### src/sv/otc_pkg.sv
package otc_pkg;

    // Command codes carried on the slave tuser field.
    typedef enum logic [3:0] {
        CMD_TICK   = 4'd0,
        CMD_MODE   = 4'd1,
        CMD_HEAT   = 4'd2,
        CMD_STOP   = 4'd3,
        CMD_UP     = 4'd4,
        CMD_DOWN   = 4'd5,
        CMD_RESET  = 4'd6,
        CMD_VIEW   = 4'd7,
        CMD_TEMP   = 4'd8
    } cmd_t;

    // Increment step codes.
    localparam logic [2:0] STEP_1S   = 3'd0;
    localparam logic [2:0] STEP_10S  = 3'd1;
    localparam logic [2:0] STEP_1M   = 3'd2;
    localparam logic [2:0] STEP_10M  = 3'd3;
    localparam logic [2:0] STEP_1H   = 3'd4;

    // Display view codes.
    localparam logic [1:0] VIEW_COOK  = 2'd0;
    localparam logic [1:0] VIEW_CLOCK = 2'd1;
    localparam logic [1:0] VIEW_IDLE  = 2'd2;

    // Configuration register indexes.
    localparam logic CFG_MAX_COOK = 1'b0;
    localparam logic CFG_BAND     = 1'b1;

    // Reset values of the configuration registers.
    localparam logic [15:0] MAX_COOK_RESET = 16'd36000;
    localparam logic [9:0]  BAND_RESET     = 10'd10;

    // Time radix constants and reciprocals for the display split.
    localparam logic [11:0] SECS_PER_HOUR  = 12'd3600;
    localparam logic [5:0]  SECS_PER_MIN   = 6'd60;
    localparam logic [4:0]  HOURS_PER_DAY  = 5'd24;
    localparam logic [15:0] RECIP_HOUR     = 16'd37283;  // ceil(2^27 / 3600)
    localparam logic [14:0] RECIP_MIN      = 15'd17477;  // ceil(2^20 / 60)

    // Status fields other than the remaining time, carried down the pipeline.
    typedef struct packed {
        logic       heater_on;
        logic       cooking_on;
        logic [4:0] clock_hours;
        logic [5:0] clock_minutes;
        logic [5:0] clock_seconds;
        logic [2:0] step_select;
        logic [1:0] view_select;
        logic       buzzer_pulse;
    } stat_t;

    // Countdown step in seconds; unused codes give no change.
    function automatic logic [11:0] step_size(input logic [2:0] mode);
        logic [11:0] size;
        begin
            case (mode)
                STEP_1S:  size = 12'd1;
                STEP_10S: size = 12'd10;
                STEP_1M:  size = 12'd60;
                STEP_10M: size = 12'd600;
                STEP_1H:  size = 12'd3600;
                default:  size = 12'd0;
            endcase
            return size;
        end
    endfunction

endpackage

### src/sv/oven_timer_thermostat_controller.sv
// Channel   Direction  Signals                               Contents
// s_axis    in         s_tvalid s_tready s_tuser s_tdata      one event per transaction
// m_axis    out        m_tvalid m_tready m_tdata              full status per transaction
// cfg       in         cfg_we cfg_index cfg_data              limit and band registers
//
// One transaction is accepted per cycle while s_tready is high; the controller state
// is updated in the accepting cycle. The status leaves a five-stage pipeline that
// splits the remaining time into hours, minutes and seconds.
// Each stage holds its data while the stage after it is full and stalled.
// Reset clears the controller state; the view starts idle and no pipeline stage is valid.
module oven_timer_thermostat_controller
(
    input  logic        clk,
    input  logic        rst_n,
    input  logic        s_tvalid,
    output logic        s_tready,
    input  logic [3:0]  s_tuser,   // command
    input  logic [31:0] s_tdata,   // measured_temp[13:0], setpoint_temp[27:14], zero[31:28]
    output logic        m_tvalid,
    input  logic        m_tready,
    // heater_on[0], cooking_on[1], remain_hours[6:2], remain_minutes[12:7],
    // remain_seconds[18:13], clock_hours[23:19], clock_minutes[29:24],
    // clock_seconds[35:30], step_select[38:36], view_select[40:39],
    // buzzer_pulse[41], zero[47:42]
    output logic [47:0] m_tdata,
    input  logic        cfg_we,
    input  logic        cfg_index,
    input  logic [15:0] cfg_data
);

    // Configuration registers.
    logic [15:0] max_cook_reg;
    logic [9:0]  band_reg;

    always_ff @(posedge clk or negedge rst_n)
    begin
        if (!rst_n)
        begin
            max_cook_reg <= otc_pkg::MAX_COOK_RESET;
            band_reg     <= otc_pkg::BAND_RESET;
        end
        else if (cfg_we)
        begin
            if (cfg_index == otc_pkg::CFG_MAX_COOK)
                max_cook_reg <= cfg_data;
            else
                band_reg <= cfg_data[9:0];
        end
    end

    // Controller state.
    logic [15:0] rt_reg, rt_next;
    logic        cook_reg, cook_next;
    logic        phase_reg, phase_next;
    logic        heater_reg, heater_next;
    logic [2:0]  step_reg, step_next;
    logic [1:0]  view_reg, view_next;
    logic [5:0]  tod_s_reg, tod_s_next;
    logic [5:0]  tod_m_reg, tod_m_next;
    logic [4:0]  tod_h_reg, tod_h_next;
    logic        buzz_next;

    logic        s_accept;
    logic [13:0] meas;
    logic [13:0] setp;

    assign meas = s_tdata[13:0];
    assign setp = s_tdata[27:14];

    // Helpers for the event update.
    logic [11:0] step_amt;
    logic [16:0] up_sum;
    logic [15:0] rt_dec;
    logic [14:0] meas_lo;
    logic [14:0] setp_hi;
    logic [6:0]  set_s;
    logic [6:0]  set_m;
    logic [5:0]  set_h;
    logic [3:0]  add_s;
    logic [3:0]  add_m;
    logic        add_h;
    logic        carry_s;
    logic        carry_m;

    always_comb
    begin
        step_amt = otc_pkg::step_size(step_reg);
        up_sum   = {1'b0, rt_reg} + {5'd0, step_amt};
        rt_dec   = rt_reg - 16'd1;
        meas_lo  = {1'b0, meas} + {5'd0, band_reg};
        setp_hi  = {1'b0, setp} + {5'd0, band_reg};

        // Clock setting: the selected digit is advanced, then carries ripple up.
        add_s = 4'd0;
        add_m = 4'd0;
        add_h = 1'b0;
        case (step_reg)
            otc_pkg::STEP_1S:  add_s = 4'd1;
            otc_pkg::STEP_10S: add_s = 4'd10;
            otc_pkg::STEP_1M:  add_m = 4'd1;
            otc_pkg::STEP_10M: add_m = 4'd10;
            otc_pkg::STEP_1H:  add_h = 1'b1;
            default:           add_s = 4'd0;
        endcase
        set_s   = {1'b0, tod_s_reg} + {3'd0, add_s};
        carry_s = (set_s >= {1'b0, otc_pkg::SECS_PER_MIN});
        if (carry_s)
            set_s = set_s - {1'b0, otc_pkg::SECS_PER_MIN};
        set_m   = {1'b0, tod_m_reg} + {3'd0, add_m} + {6'd0, carry_s};
        carry_m = (set_m >= {1'b0, otc_pkg::SECS_PER_MIN});
        if (carry_m)
            set_m = set_m - {1'b0, otc_pkg::SECS_PER_MIN};
        set_h = {1'b0, tod_h_reg} + {5'd0, add_h} + {5'd0, carry_m};
        if (set_h >= {1'b0, otc_pkg::HOURS_PER_DAY})
        begin
            set_h = set_h - {1'b0, otc_pkg::HOURS_PER_DAY};
            set_m = 7'd0;
            set_s = 7'd0;
        end
    end

    // Next state for one event.
    always_comb
    begin
        rt_next     = rt_reg;
        cook_next   = cook_reg;
        phase_next  = phase_reg;
        heater_next = heater_reg;
        step_next   = step_reg;
        view_next   = view_reg;
        tod_s_next  = tod_s_reg;
        tod_m_next  = tod_m_reg;
        tod_h_next  = tod_h_reg;
        buzz_next   = 1'b0;

        case (s_tuser)
            otc_pkg::CMD_TICK:
            begin
                if (cook_reg && (rt_reg != 16'd0))
                begin
                    rt_next = rt_dec;
                    if (rt_dec == 16'd0)
                    begin
                        cook_next   = 1'b0;
                        heater_next = 1'b0;
                        buzz_next   = 1'b1;
                    end
                end
                // Time of day advances one second.
                if (tod_s_reg == otc_pkg::SECS_PER_MIN - 6'd1)
                begin
                    tod_s_next = 6'd0;
                    if (tod_m_reg == otc_pkg::SECS_PER_MIN - 6'd1)
                    begin
                        tod_m_next = 6'd0;
                        if (tod_h_reg == otc_pkg::HOURS_PER_DAY - 5'd1)
                            tod_h_next = 5'd0;
                        else
                            tod_h_next = tod_h_reg + 5'd1;
                    end
                    else
                    begin
                        tod_m_next = tod_m_reg + 6'd1;
                    end
                end
                else
                begin
                    tod_s_next = tod_s_reg + 6'd1;
                end
            end
            otc_pkg::CMD_MODE:
            begin
                step_next = (step_reg < otc_pkg::STEP_1H) ? step_reg + 3'd1 : otc_pkg::STEP_1S;
            end
            otc_pkg::CMD_HEAT:
            begin
                cook_next  = phase_reg;
                phase_next = !phase_reg;
            end
            otc_pkg::CMD_STOP:
            begin
                cook_next   = 1'b0;
                heater_next = 1'b0;
            end
            otc_pkg::CMD_UP:
            begin
                if (view_reg == otc_pkg::VIEW_COOK)
                begin
                    if (step_reg <= otc_pkg::STEP_1H)
                        rt_next = (up_sum > {1'b0, max_cook_reg}) ? max_cook_reg
                                                                   : up_sum[15:0];
                end
                else if (view_reg == otc_pkg::VIEW_CLOCK)
                begin
                    tod_s_next = set_s[5:0];
                    tod_m_next = set_m[5:0];
                    tod_h_next = set_h[4:0];
                end
            end
            otc_pkg::CMD_DOWN:
            begin
                rt_next = (rt_reg > {4'd0, step_amt}) ? rt_reg - {4'd0, step_amt} : 16'd0;
            end
            otc_pkg::CMD_RESET:
            begin
                cook_next   = 1'b0;
                heater_next = 1'b0;
                rt_next     = 16'd0;
            end
            otc_pkg::CMD_VIEW:
            begin
                if (view_reg == otc_pkg::VIEW_IDLE)
                    view_next = otc_pkg::VIEW_COOK;
                else if (view_reg == otc_pkg::VIEW_COOK)
                    view_next = otc_pkg::VIEW_CLOCK;
                else if (view_reg == otc_pkg::VIEW_CLOCK)
                    view_next = otc_pkg::VIEW_COOK;
            end
            otc_pkg::CMD_TEMP:
            begin
                // Thermostat with a band of +/- band around the setpoint.
                if (cook_reg)
                begin
                    if (meas_lo < {1'b0, setp})
                        heater_next = 1'b1;
                    else if ({1'b0, meas} > setp_hi)
                        heater_next = 1'b0;
                end
            end
            default:
            begin
                buzz_next = 1'b0;
            end
        endcase
    end

    always_ff @(posedge clk or negedge rst_n)
    begin
        if (!rst_n)
        begin
            rt_reg     <= 16'd0;
            cook_reg   <= 1'b0;
            phase_reg  <= 1'b0;
            heater_reg <= 1'b0;
            step_reg   <= otc_pkg::STEP_1S;
            view_reg   <= otc_pkg::VIEW_IDLE;
            tod_s_reg  <= 6'd0;
            tod_m_reg  <= 6'd0;
            tod_h_reg  <= 5'd0;
        end
        else if (s_accept)
        begin
            rt_reg     <= rt_next;
            cook_reg   <= cook_next;
            phase_reg  <= phase_next;
            heater_reg <= heater_next;
            step_reg   <= step_next;
            view_reg   <= view_next;
            tod_s_reg  <= tod_s_next;
            tod_m_reg  <= tod_m_next;
            tod_h_reg  <= tod_h_next;
        end
    end

    // Display pipeline: status snapshot, hours, remainder, minutes, seconds.
    logic a_valid_reg, b_valid_reg, c_valid_reg, d_valid_reg, e_valid_reg;
    logic a_ready, b_ready, c_ready, d_ready, e_ready;

    otc_pkg::stat_t a_stat_reg, b_stat_reg, c_stat_reg, d_stat_reg, e_stat_reg;
    otc_pkg::stat_t stat_next;
    logic [15:0] a_rt_reg;
    logic [15:0] b_rt_reg;
    logic [4:0]  b_hours_reg, c_hours_reg, d_hours_reg, e_hours_reg;
    logic [11:0] c_rem_reg, d_rem_reg;
    logic [5:0]  d_min_reg, e_min_reg;
    logic [5:0]  e_sec_reg;

    logic [31:0] hour_prod;
    logic [15:0] hour_secs;
    logic [15:0] rem_full;
    logic [26:0] min_prod;
    logic [11:0] min_secs;
    logic [11:0] sec_full;

    assign e_ready  = !e_valid_reg || m_tready;
    assign d_ready  = !d_valid_reg || e_ready;
    assign c_ready  = !c_valid_reg || d_ready;
    assign b_ready  = !b_valid_reg || c_ready;
    assign a_ready  = !a_valid_reg || b_ready;
    assign s_tready = a_ready;
    assign s_accept = s_tvalid && s_tready;

    always_comb
    begin
        stat_next.heater_on     = heater_next;
        stat_next.cooking_on    = cook_next;
        stat_next.clock_hours   = tod_h_next;
        stat_next.clock_minutes = tod_m_next;
        stat_next.clock_seconds = tod_s_next;
        stat_next.step_select   = step_next;
        stat_next.view_select   = view_next;
        stat_next.buzzer_pulse  = buzz_next;
    end

    // Reciprocal multiplies and back-multiplies, one per stage.
    assign hour_prod = a_rt_reg * otc_pkg::RECIP_HOUR;
    assign hour_secs = 16'(b_hours_reg) * 16'(otc_pkg::SECS_PER_HOUR);
    assign rem_full  = b_rt_reg - hour_secs;
    assign min_prod  = c_rem_reg * otc_pkg::RECIP_MIN;
    assign min_secs  = 12'(d_min_reg) * 12'(otc_pkg::SECS_PER_MIN);
    assign sec_full  = d_rem_reg - min_secs;

    // Stage valid bits.
    always_ff @(posedge clk or negedge rst_n)
    begin
        if (!rst_n)
        begin
            a_valid_reg <= 1'b0;
            b_valid_reg <= 1'b0;
            c_valid_reg <= 1'b0;
            d_valid_reg <= 1'b0;
            e_valid_reg <= 1'b0;
        end
        else
        begin
            if (a_ready)
                a_valid_reg <= s_tvalid;
            if (b_ready)
                b_valid_reg <= a_valid_reg;
            if (c_ready)
                c_valid_reg <= b_valid_reg;
            if (d_ready)
                d_valid_reg <= c_valid_reg;
            if (e_ready)
                e_valid_reg <= d_valid_reg;
        end
    end

    // Stage payloads.
    always_ff @(posedge clk)
    begin
        if (s_accept)
        begin
            a_stat_reg <= stat_next;
            a_rt_reg   <= rt_next;
        end
        if (b_ready && a_valid_reg)
        begin
            b_stat_reg  <= a_stat_reg;
            b_rt_reg    <= a_rt_reg;
            b_hours_reg <= hour_prod[31:27];
        end
        if (c_ready && b_valid_reg)
        begin
            c_stat_reg  <= b_stat_reg;
            c_hours_reg <= b_hours_reg;
            c_rem_reg   <= rem_full[11:0];
        end
        if (d_ready && c_valid_reg)
        begin
            d_stat_reg  <= c_stat_reg;
            d_hours_reg <= c_hours_reg;
            d_rem_reg   <= c_rem_reg;
            d_min_reg   <= min_prod[25:20];
        end
        if (e_ready && d_valid_reg)
        begin
            e_stat_reg  <= d_stat_reg;
            e_hours_reg <= d_hours_reg;
            e_min_reg   <= d_min_reg;
            e_sec_reg   <= sec_full[5:0];
        end
    end

    // Output transaction.
    assign m_tvalid = e_valid_reg;
    assign m_tdata  = {6'd0,
                       e_stat_reg.buzzer_pulse,
                       e_stat_reg.view_select,
                       e_stat_reg.step_select,
                       e_stat_reg.clock_seconds,
                       e_stat_reg.clock_minutes,
                       e_stat_reg.clock_hours,
                       e_sec_reg,
                       e_min_reg,
                       e_hours_reg,
                       e_stat_reg.cooking_on,
                       e_stat_reg.heater_on};

    // A buzzer pulse always comes with an empty countdown and heating off.
    assert property (@(posedge clk) disable iff (!rst_n)
        a_valid_reg && a_stat_reg.buzzer_pulse |->
            (a_rt_reg == 16'd0) && !a_stat_reg.cooking_on && !a_stat_reg.heater_on)
        else $error("buzzer pulse with countdown or heating still active");

    // The time of day never leaves its range.
    assert property (@(posedge clk) disable iff (!rst_n)
        (tod_h_reg < otc_pkg::HOURS_PER_DAY) && (tod_m_reg < otc_pkg::SECS_PER_MIN)
            && (tod_s_reg < otc_pkg::SECS_PER_MIN))
        else $error("time of day out of range");

    // The split of the remaining time stays within its digit ranges.
    assert property (@(posedge clk) disable iff (!rst_n)
        e_valid_reg |-> (e_min_reg < otc_pkg::SECS_PER_MIN)
            && (e_sec_reg < otc_pkg::SECS_PER_MIN) && (e_hours_reg <= 5'd18))
        else $error("remaining time split out of range");

    // The countdown changes only when an event is accepted.
    assert property (@(posedge clk) disable iff (!rst_n)
        !s_accept |=> $stable(rt_reg))
        else $error("countdown changed without an accepted transaction");

endmodule

### config.mk
export PLATFORM = sky130hd
export DESIGN_NAME = oven_timer_thermostat_controller
export DESIGN_NICKNAME = d
export VERILOG_FILES = /design/src/sv/otc_pkg.sv /design/src/sv/oven_timer_thermostat_controller.sv
export SDC_FILE = /design/constraint.sdc
export NUM_CORES = 1
export LEC_CHECK = 0
export BUFFER_PORTS_ARGS = -buffer_cell sky130_fd_sc_hd__buf_2
export CAP_MARGIN = 20
export CORE_MARGIN = 3
export CORE_UTILIZATION = 44
export DETAILED_ROUTE_END_ITERATION = 6
export SLEW_MARGIN = 20
export SYNTH_ARGS = -nofsm -noshare
export SYNTH_HDL_FRONTEND = slang
export SYNTH_SLANG_ARGS = --single-unit
export TNS_END_PERCENT = 1
### constraint.sdc
create_clock -name clk -period 8.9 [get_ports clk]
set_input_delay 0.445 -clock clk [delete_from_list [all_inputs] [get_ports clk]]
set_output_delay 0.445 -clock clk [all_outputs]
set_load 0.1 [all_outputs]
==> out/metrics.yaml <==
sta:
  finalCritPeriodShare: 0.867
  fin_tns_setup_ps: 0
  worstMarginPinSlew_ps: 1050
  hold_viol: 0
  fin_crit_ps: 7720
  fmax_ghz: 0.130
  final-max-slew-violation-count: 0
  rsz0062_at_grt: "no"
  worst_clock_skew_ps: 21.2
  setup_viol: 0
  slew_headroom: 0.298
layout:
  diodes: 0
  drive_gt1_frac: 0.111
  area_growth_pct: 10.8
  fillers: 4177
  fin_nets: 2389
floorplanning:
  core-area_um2: 45600
  initial_core_util: 0.446
  num_rows: 78
  die_w_um: 221
  die_y_um: 221
  num_io_pins: 108
  dieArea_um2: 48900
clock_tree:
  tritoncts: "done"
  clkSinkCount: 281
  ctsLongestPathBuffers: 3
  clkLatencyLatePin_ps: 580
  clkTransAtPathRegs_ps: 60
  cts_made_buffers: 29
  cts_resized: 0
  cts.htree.levels: 1
  cts-root-buf: "clkbuf_16"
synthesis:
  synth_edf_count: 209
  synth_most_common_cell: "ha_1"
  synth_area_per_cell_um2: 11.0
  synth_top_cell_by_area: "edfxtp_1"
  syn_area_um2: 20300
  yosys-top-cells-area: "edfxtp_1 31%, ha_1 19%, dfrtp_1 7.9%"
  synthTopCellsByCount: "315 x ha_1, 211 x inv_1, 209 x edfxtp_1, 125 x nand2_1, 90 x o21ai_0"
  synth_ff_type: "edfxtp_1"
  synthArstFlopShare: 0.256
  syn_inst: 1849
  ys_ff_latch: 281
  synth_top_area_frac: 0.308
  ys_seq_area_frac: 0.397
  synth_cell_types: 83
  ys_warn_count: 0
drt:
  avgViaCountPerCell: 5.42
  drt-total-wl_um: 44600
  ant_nets: 0
  drt_iter0_drc: 779
  post_drt_wl_per_cell_um: 17.4
  drc: 0
  vias: 13888
  dr.pass1.iters: 7
worst_hold_path:
  hold_path.class: "in2reg"
  holdPathStages: 3
global_routing:
  grt_usage: 0.184
  overflow: 0
  antenna_found_initial: 0
  grt_max_degree: 60
  grt_pass1_wl_um: 74100
  grt_pass1_vias: 14150
critical_path:
  cp-end-kind: "flop"
  slowest_stage: "or3b_2"
  path_class: "reg2reg"
  critPathMaxStageDelay_ps: 500
  cp_data_arrival_time_ps: 8160
  start_kind: "flop"
  cpMostUsedCell: "ha_1"
  crit_fanout: 5
  crit_required_ps: 9340
  rr_worst_depth: 32
place:
  routabilityCongestion: 0.922
  hpwl_um: 34400
  io_buffers: 97
run:
  cap_violations: 0
status:
  outcome: "finished clean"
==> cells in the final DEF (no fill, tap or decap), drive strengths merged, types with 8 or more instances in the layout <==
master	instances
ha	315
inv	213
edfxtp	209
nand2	125
buf	105
o21ai	97
nor2	80
fa	78
a21oi	75
xnor2	65
dfrtp	64
nand3	43
clkbuf	37
nor3	35
mux2	34
a21o	28
nand2b	24
nor2b	24
xor2	22
a31oi	15
o211ai	13
mux2i	13
a211oi	12
nand4	12
nor4	12
and2	12
and3	11
o21bai	10
o31ai	10
o21a	10
or3	8
dfstp	8
o311ai	8
clkinv	8
==> metrics by stage <==
| stage | util | hold WS [ps] | area (um2) | instances | worst slack (ps) |
|---|---|---|---|---|---|
| after floorplan | - | 149 | 20400 | 1854 | 2130 |
| after global placement | 0.470 | 385 | 21400 | 2505 | 1510 |
| final | 0.495 | 72.2 | 22500 | 2561 | 1180 |
| after detailed placement | 0.470 | 385 | 21400 | 2505 | 1290 |
| after CTS | 0.494 | 46.2 | 22500 | 2560 | 1230 |
| after global routing | 0.495 | 62.1 | 22500 | 2561 | 650 |
==> final cells by class <==
type / count / area, um2 / share of cell area
clock buffer: 37 / 806 / 0.0357
clock inverter: 17 / 260 / 0.0115
tap: 600 / 751 / 0.0333
multi-input combinational: 1308 / 11300 / 0.500
sequential: 281 / 8090 / 0.359
timing repair buffer: 106 / 578 / 0.0256
inverter: 212 / 796 / 0.0353
==> final timing paths <==
path                                                from                           end  slack [ps]
worst max-delay path             step_reg[0]$_DFFE_PN0P_      tod_s_reg[3]$_DFFE_PN0P_        1180
worst min-delay path                        cfg_data[12]  max_cook_reg[12]$_DFFE_PN0P_          70
worst max register to register   step_reg[0]$_DFFE_PN0P_      tod_s_reg[3]$_DFFE_PN0P_        1180
worst min register to register  a_stat_reg[19]$_DFFE_PP_      b_stat_reg[19]$_DFFE_PP_         410
max in group asynchronous                          rst_n          m_tvalid$_DFFE_PN0P_        7550
min in group asynchronous                          rst_n       band_reg[9]$_DFFE_PN0P_         340
==> repair_timing <==
item	CTS	global route
hold endpoints to repair	20	0
setup buffers	0	0
hold buffers	1	0
==> critical path, delay by kind of cell, from the launching register on <==
family,cells,cell delay [ps]
simple gates,6,1140
flops,1,420
compound gates,13,2850
buf+inv,2,190
xor+xnor,2,670
fa+ha+maj,8,2060
mux,1,270
==> cell families after synthesis <==
family,Yosys count,synth area share
AO/OA/AOI/OAI,356,0.116
XOR/XNOR,87,0.0374
adder cells (fa/ha/maj),393,0.270
buffers and inverters,265,0.0511
flip-flops,281,0.397
multiplexers,47,0.0259
other,1,0.000184
AND/OR/NAND/NOR,419,0.102
==> per-layer routing <==
layer  GRT usage  share of wire
met1       0.256           0.46
met4      0.0542          0.032
met5           0              0
met2       0.300           0.46
met3      0.0256          0.042
Power is not shown: default switching activity piles up to over one toggle a cycle in this logic, so the estimate is an artifact.
